File: src/rtl/mjfx_pkg.sv
`timescale 1ns / 1ps

package mjfx_pkg;

  // Capture buffer size; a marker pair counts only if its FF is below BUFFER_BYTES - 4
  localparam int unsigned BUFFER_BYTES = 20480;

  localparam int unsigned POS_W = 15;
  localparam logic [POS_W-1:0] POS_MAX = {POS_W{1'b1}};
  // Limit on the position of the second marker byte (pair position + 1)
  localparam logic [POS_W:0] PAIR_END = (POS_W+1)'(BUFFER_BYTES - 3);

  // JPEG marker bytes
  localparam logic [7:0] MARK_PREFIX = 8'hFF;
  localparam logic [7:0] MARK_SOI    = 8'hD8;
  localparam logic [7:0] MARK_EOI    = 8'hD9;

  // AVI bookkeeping: idx1 offsets start at 4, RIFF size base is 170
  localparam logic [31:0] IDX_START  = 32'd4;
  localparam logic [31:0] RIFF_START = 32'd170;
  localparam logic [31:0] IDX_STEP   = 32'd8;
  localparam logic [31:0] RIFF_STEP  = 32'd24;

  typedef enum logic [1:0] {
    PH_SEEK_START = 2'd0,
    PH_SEEK_END   = 2'd1,
    PH_DONE       = 2'd2
  } mjfx_phase_t;

  // Frame found by the scanner, handed to the tally stage
  typedef struct packed {
    logic             fire;
    logic [POS_W-1:0] frame_start;
    logic [POS_W-1:0] chunk_length;
  } mjfx_evt_t;

endpackage

File: src/rtl/mjfx_scan.sv
`timescale 1ns / 1ps

module mjfx_scan (
  input  logic                     clk,
  input  logic                     rst_n,
  input  logic                     in_valid,
  output logic                     in_stall,
  input  logic [7:0]               in_data_byte,
  input  logic                     in_buffer_start,
  input  logic                     sink_free,
  output mjfx_pkg::mjfx_evt_t      evt
);
  import mjfx_pkg::*;

  logic             s1_valid_r, s1_valid_nxt;
  logic [7:0]       s1_byte_r;
  logic             s1_start_r;
  logic             advance;
  logic             load;

  logic [7:0]       prev_r;
  logic [POS_W-1:0] pos_r, pos_nxt;
  mjfx_phase_t      phase_r, phase_nxt;
  logic [POS_W-1:0] begin_r, begin_nxt;

  logic [POS_W-1:0] cur;
  mjfx_phase_t      phase_eff;
  logic             pair_ok, soi_hit, eoi_hit;

  // Input register handshake
  assign advance  = s1_valid_r && sink_free;
  assign in_stall = s1_valid_r && !sink_free;
  assign load     = in_valid && !in_stall;

  always_comb begin
    s1_valid_nxt = s1_valid_r;
    if (load) begin
      s1_valid_nxt = 1'b1;
    end else if (advance) begin
      s1_valid_nxt = 1'b0;
    end
  end

  always_ff @(posedge clk) begin
    if (!rst_n) begin
      s1_valid_r <= 1'b0;
    end else begin
      s1_valid_r <= s1_valid_nxt;
    end
  end

  always_ff @(posedge clk) begin
    if (load) begin
      s1_byte_r  <= in_data_byte;
      s1_start_r <= in_buffer_start;
    end
  end

  // Marker search on the registered byte
  always_comb begin
    cur       = s1_start_r ? '0 : pos_r;
    phase_eff = s1_start_r ? PH_SEEK_START : phase_r;
    pair_ok   = (cur != '0) && ({1'b0, cur} < PAIR_END) && (prev_r == MARK_PREFIX);
    soi_hit   = pair_ok && (phase_eff == PH_SEEK_START) && (s1_byte_r == MARK_SOI);
    eoi_hit   = pair_ok && (phase_eff == PH_SEEK_END) && (s1_byte_r == MARK_EOI);

    phase_nxt = phase_eff;
    begin_nxt = begin_r;
    if (soi_hit) begin
      phase_nxt = PH_SEEK_END;
      begin_nxt = cur - POS_W'(1);
    end else if (eoi_hit) begin
      phase_nxt = PH_DONE;
    end
    pos_nxt = (cur == POS_MAX) ? POS_MAX : cur + POS_W'(1);

    evt.fire         = advance && eoi_hit;
    evt.frame_start  = begin_r;
    evt.chunk_length = cur + POS_W'(1) - begin_r;
  end

  // Search state, updated once per transaction
  always_ff @(posedge clk) begin
    if (!rst_n) begin
      prev_r  <= '0;
      pos_r   <= '0;
      phase_r <= PH_SEEK_START;
      begin_r <= '0;
    end else if (advance) begin
      prev_r  <= s1_byte_r;
      pos_r   <= pos_nxt;
      phase_r <= phase_nxt;
      begin_r <= begin_nxt;
    end
  end

endmodule

File: src/rtl/mjfx_tally.sv
`timescale 1ns / 1ps

module mjfx_tally (
  input  logic                     clk,
  input  logic                     rst_n,
  input  mjfx_pkg::mjfx_evt_t      evt,
  output logic                     sink_free,
  output logic                     out_valid,
  input  logic                     out_stall,
  output logic [14:0]              out_frame_start,
  output logic [14:0]              out_chunk_length,
  output logic                     out_pad_needed,
  output logic [31:0]              out_index_offset,
  output logic [31:0]              out_frame_total,
  output logic [31:0]              out_movi_size,
  output logic [31:0]              out_riff_size
);
  import mjfx_pkg::*;

  logic        valid_r, valid_nxt;
  logic [31:0] frames_r, frames_nxt;
  logic [31:0] idx_r, idx_nxt;
  logic [31:0] riff_r, riff_nxt;
  logic        pad;
  logic [31:0] padded;

  logic [POS_W-1:0] start_r, len_r;
  logic             pad_r;
  logic [31:0]      offset_r, total_r, movi_r, riffo_r;

  assign sink_free = !valid_r || !out_stall;

  // Running totals; idx1 offset after a frame equals the movi size
  always_comb begin
    pad        = evt.chunk_length[0];
    padded     = 32'(evt.chunk_length) + 32'(pad);
    frames_nxt = frames_r + 32'd1;
    idx_nxt    = idx_r + IDX_STEP + padded;
    riff_nxt   = riff_r + RIFF_STEP + padded;

    valid_nxt = valid_r;
    if (evt.fire) begin
      valid_nxt = 1'b1;
    end else if (!out_stall) begin
      valid_nxt = 1'b0;
    end
  end

  always_ff @(posedge clk) begin
    if (!rst_n) begin
      valid_r  <= 1'b0;
      frames_r <= '0;
      idx_r    <= IDX_START;
      riff_r   <= RIFF_START;
    end else begin
      valid_r <= valid_nxt;
      if (evt.fire) begin
        frames_r <= frames_nxt;
        idx_r    <= idx_nxt;
        riff_r   <= riff_nxt;
      end
    end
  end

  // Result register
  always_ff @(posedge clk) begin
    if (evt.fire) begin
      start_r  <= evt.frame_start;
      len_r    <= evt.chunk_length;
      pad_r    <= pad;
      offset_r <= idx_r;
      total_r  <= frames_nxt;
      movi_r   <= idx_nxt;
      riffo_r  <= riff_nxt;
    end
  end

  assign out_valid        = valid_r;
  assign out_frame_start  = start_r;
  assign out_chunk_length = len_r;
  assign out_pad_needed   = pad_r;
  assign out_index_offset = offset_r;
  assign out_frame_total  = total_r;
  assign out_movi_size    = movi_r;
  assign out_riff_size    = riffo_r;

endmodule

File: src/rtl/mjpeg_frame_extract_avi_index.sv
`timescale 1ns / 1ps
// A byte waits in the input register; the frame it ends is held in the result register.
// Throughput: one byte per cycle; while a result waits for its sink the input register
// still takes one more byte, then the input stalls until the result is taken.
// Reset (rst_n low, synchronous) empties both registers, restarts the marker search
// at buffer position 0, and sets frame count 0, idx1 offset 4 and RIFF base 170.
module mjpeg_frame_extract_avi_index (
  input  logic        clk,
  input  logic        rst_n,
  input  logic        in_valid,
  output logic        in_stall,
  input  logic [7:0]  in_data_byte,
  input  logic        in_buffer_start,
  output logic        out_valid,
  input  logic        out_stall,
  output logic [14:0] out_frame_start,
  output logic [14:0] out_chunk_length,
  output logic        out_pad_needed,
  output logic [31:0] out_index_offset,
  output logic [31:0] out_frame_total,
  output logic [31:0] out_movi_size,
  output logic [31:0] out_riff_size
);
  import mjfx_pkg::*;

  mjfx_evt_t evt;
  logic      sink_free;

  // Input register and marker search
  mjfx_scan u_scan (
    .clk             (clk),
    .rst_n           (rst_n),
    .in_valid        (in_valid),
    .in_stall        (in_stall),
    .in_data_byte    (in_data_byte),
    .in_buffer_start (in_buffer_start),
    .sink_free       (sink_free),
    .evt             (evt)
  );

  // AVI totals and result register
  mjfx_tally u_tally (
    .clk              (clk),
    .rst_n            (rst_n),
    .evt              (evt),
    .sink_free        (sink_free),
    .out_valid        (out_valid),
    .out_stall        (out_stall),
    .out_frame_start  (out_frame_start),
    .out_chunk_length (out_chunk_length),
    .out_pad_needed   (out_pad_needed),
    .out_index_offset (out_index_offset),
    .out_frame_total  (out_frame_total),
    .out_movi_size    (out_movi_size),
    .out_riff_size    (out_riff_size)
  );

endmodule

File: config.mk
export PLATFORM = sky130hd
export DESIGN_NAME = mjpeg_frame_extract_avi_index
export DESIGN_NICKNAME = d
export VERILOG_FILES = /design/src/rtl/mjfx_pkg.sv /design/src/rtl/mjfx_scan.sv /design/src/rtl/mjfx_tally.sv /design/src/rtl/mjpeg_frame_extract_avi_index.sv
export SDC_FILE = /design/constraint.sdc
export NUM_CORES = 1
export LEC_CHECK = 0
export BUFFER_PORTS_ARGS = -buffer_cell sky130_fd_sc_hd__clkbuf_2
export CAP_MARGIN = 20
export CORE_MARGIN = 1.5
export CORE_UTILIZATION = 45
export CTS_BUF_LIST = sky130_fd_sc_hd__clkbuf_8 sky130_fd_sc_hd__clkbuf_16
export CTS_CLUSTER_DIAMETER = 150
export DETAILED_ROUTE_END_ITERATION = 10
export PLACE_DENSITY = 0.68
export SLEW_MARGIN = 20
export SYNTH_ARGS = -nofsm -noshare
export SYNTH_HDL_FRONTEND = slang
export SYNTH_SLANG_ARGS = --single-unit
File: constraint.sdc
create_clock -name clk -period 5.9 [get_ports clk]
set_input_delay 0.295 -clock clk [delete_from_list [all_inputs] [get_ports clk]]
set_output_delay 0.295 -clock clk [all_outputs]
set_load 0.02 [all_outputs]
==> flow_metrics.env <==
export IMPL_critical_path_peak_fanout=6
export IMPL_slew_headroom_pct=27.97
export IMPL_utilization_pct=55.43
export IMPL_critPathKind="reg2reg"
export IMPL_wirelength_mm=35.30
export IMPL_synth_area_um2=14980
export IMPL_grt_pass1_vias=10385
export IMPL_p_total_mw=4.995
export IMPL_hold_class="in2reg"
export IMPL_fp_dieH_um=185.5
export IMPL_hpwlAfterDp_mm=23.76
export IMPL_leakage_nw=7.375
export IMPL_status="completed"
export IMPL_nets=1737
export IMPL_layout_setup_ws_ns=0.1300
export IMPL_r2r_slack_ns=0.13
export IMPL_numCtsBuffers=34
export IMPL_overflow=0
export IMPL_yosysSeqAreaShare_pct=51.04
export IMPL_ys_types=75
export IMPL_via_per_inst=5.385
export IMPL_post_route_period_util_pct=97.80
export IMPL_io_pins=174
export IMPL_dp_slack_ns=-0.05063
export IMPL_cts_max_path_buffers=3
export IMPL_routedWlPerCell_um=16.73
export IMPL_dieArea_um2=34400
export IMPL_worstSetupEndpointType="flip-flop"
export IMPL_finalHoldViolations=0
export IMPL_drv_slew=0
export IMPL_fin_skew_ns=0.01604
export IMPL_r2r_end="u_tally.riff_r[25]$_SDFFE_PN0P_"
export IMPL_syn_to_final_growth_pct=20.69
export IMPL_rr_worst_depth=22
export IMPL_grt_pass1_wl_mm=53.99
export IMPL_routabilityCongestion=0.8988
export IMPL_syn_inst=1433
export IMPL_worst_pin_slew_ns=1.078
export IMPL_io_buffers=170
export IMPL_dieWidth_um=185.5
export IMPL_antenna_found_initial=0
export IMPL_finalSetupViolations=0
export IMPL_ys_seq_elements=300
export IMPL_mostFrequentLayoutCells="clkbuf_2, edfxtp_1, nand2_1"
export IMPL_arrival_ns=6.22
export IMPL_period_needed_ns=5.770
export IMPL_cts_tree="built"
export IMPL_max_vdd_ir_drop_uv=188.7
export IMPL_antennaDiodeCount=0
export IMPL_power_density_nw_per_um2=276.2
export IMPL_ys_warn_count=0
export IMPL_syn_mean_instance_area_um2=10.45
export IMPL_ctsHtreeMaxLevel=2
export IMPL_postSynth_asyncResetShare_pct=0
export IMPL_regToRegStartpoint="u_scan.s1_start_r$_DFFE_PP_"
export IMPL_drcViolationCount=0
export IMPL_postRouteAntennaNets=0
export IMPL_ys_flop_type="edfxtp_1"
export IMPL_core_area_um2=32620
export IMPL_synth_edf_count=164
export IMPL_hold_end="u_scan.s1_start_r$_DFFE_PP_"
export IMPL_grt_max_degree=66
export IMPL_drive_above_1_share_pct=23.20
export IMPL_final_area_um2=18080
export IMPL_cts_clk_slew_worst_paths_ns=0.06
export IMPL_cap_violations=0
export IMPL_fin_cells=2110
export IMPL_place_area_um2=16350
export IMPL_min_from="in_buffer_start"
export IMPL_root_buffer="clkbuf_16"
export IMPL_holdWs_ns=0.01619
export IMPL_critPathLaunchType="flip-flop"
export IMPL_rsz0062_at_grt="true"
export IMPL_final_common_cell="clkbuf_2"
export IMPL_min_path_cells=1
export IMPL_track_usage_pct=19.70
export IMPL_num_rows=66
export IMPL_worstPathRequired_ns=6.35
export IMPL_placedCellCount=2017
export IMPL_vias=11363
export IMPL_clk_latency_ns=0.52
export IMPL_clkSinkCount=300
export IMPL_fin_tns_setup_ns=0
export IMPL_drtIter0Drc=848
export IMPL_crit_start="u_scan.s1_start_r$_DFFE_PP_"
export IMPL_firstDrtPassIters=9
export IMPL_initial_core_util_pct=45.93
export IMPL_fmax_ghz=0.1733
## cell usage after synthesis, drive strengths merged (17+ instances only)
| cell | count | share of area (%) |
|---|---|---|
| o21ai | 45 | 1.6 |
| inv | 52 | 1.3 |
| clkbuf | 28 | 0.70 |
| a21oi | 105 | 3.6 |
| a21o | 24 | 1.2 |
| and3 | 17 | 0.71 |
| nor2 | 119 | 3.0 |
| ha | 79 | 6.6 |
| or3 | 24 | 1.0 |
| nand4 | 19 | 0.79 |
| nor3 | 35 | 1.4 |
| or4 | 19 | 0.98 |
| nand3 | 45 | 1.6 |
| buf | 38 | 1.8 |
| edfxtp | 164 | 33 |
| nand2 | 160 | 4.0 |
| xnor2 | 83 | 4.9 |
| xor2 | 73 | 4.3 |
| dfxtp | 136 | 18 |
## worst max-delay path, cell delays in order (launching register included)
cell and delay [ns]:
edfxtp_1 0.45, nor2b_2 0.23, ha_4 0.18, nand3_4 0.11, nor3_4 0.24, xor2_1 0.13, ha_1 0.25, or3_1 0.43
or2_2 0.32, o21ai_1 0.20, xor2_2 0.15, nor4_2 0.31, xor2_1 0.28, ha_1 0.29, ha_1 0.38, and3_4 0.22
and2_4 0.15, a21oi_2 0.06, o211ai_1 0.19, o211ai_1 0.24, clkbuf_16 0.23, or4_4 0.51, a21oi_2 0.13
## how the worst max path moves through the flow
stage                                                      to  slack, ns  depth (start not counted)
final                         u_tally.riff_r[25]$_SDFFE_PN0P_       0.13                         22
after global routing          u_tally.riff_r[25]$_SDFFE_PN0P_      -0.18                         26
after CTS                 u_tally.out_movi_size[21]$_DFFE_PP_       0.05                         26
after detailed placement       u_tally.idx_r[21]$_SDFFE_PN0P_      -0.05                         26
after global placement         u_tally.idx_r[29]$_SDFFE_PN0P_       0.16                         25
after floorplan           u_tally.out_movi_size[26]$_DFFE_PP_       0.01                         31
## state kept, by name, indices dropped and copies added, names as in the netlist, 2 cells and up
signal and cells:
u_scan.prev_r 8, u_tally.out_chunk_length 15, u_tally.out_frame_total 32, u_tally.out_frame_start 15
u_tally.idx_r 31, u_scan.begin_r 15, u_tally.out_index_offset 31, u_tally.frames_r 32
u_scan.phase_r 2, u_tally.riff_r 31, u_tally.out_movi_size 31, u_tally.out_riff_size 31
u_scan.pos_r 15, u_scan.s1_byte_r 8
## power breakdown
group	switching, mW	internal, mW
logic	0.365	0.270
clock network	0.859	1.26
registers	0.0183	2.23
total	1.24	3.75
## final cells by class
type,count,area [um^2]
Fill cell,2807,14540
Timing Repair Buffer,237,1454
Inverter,52,200.2
Tap cell,442,553.0
Clock buffer,35,875.8
Multi-Input combinational cell,1017,7103
Clock inverter,27,246.5
Sequential cell,300,7649
## timing repair
action,4_1_cts,5_1_grt
setup endpoints to repair,8,63
hold endpoints to repair,8,0
cloned,0,4
setup buffers,0,19
hold buffers,8,0
pin swaps,0,35
resized for setup,2,64
## metal layers
metal  vias to the layer above  track usage, %  routed length [um]
met5                         -               0                   0
met4                         0           5.366                 775
met3                        63           2.641                1679
met2                       303           33.11               17040
met1                      5439           26.62               15810
li1                       5558               -                   -
## kinds of logic (layout without fill, tap and decap cells)
logic type | after synthesis | in the layout | share of synthesized area [%]
XOR/XNOR | 156 | 156 | 9.120
buffers and inverters | 118 | 351 | 3.833
adder cells (fa/ha/maj) | 82 | 82 | 6.999
other | 1 | 3 | 0.02503
multiplexers | 3 | 3 | 0.2088
AO/OA/AOI/OAI | 269 | 269 | 11.71
flip-flops | 300 | 300 | 51.04
AND/OR/NAND/NOR | 504 | 504 | 17.06
No activity file was read; power rests on OpenSTA's default activity.
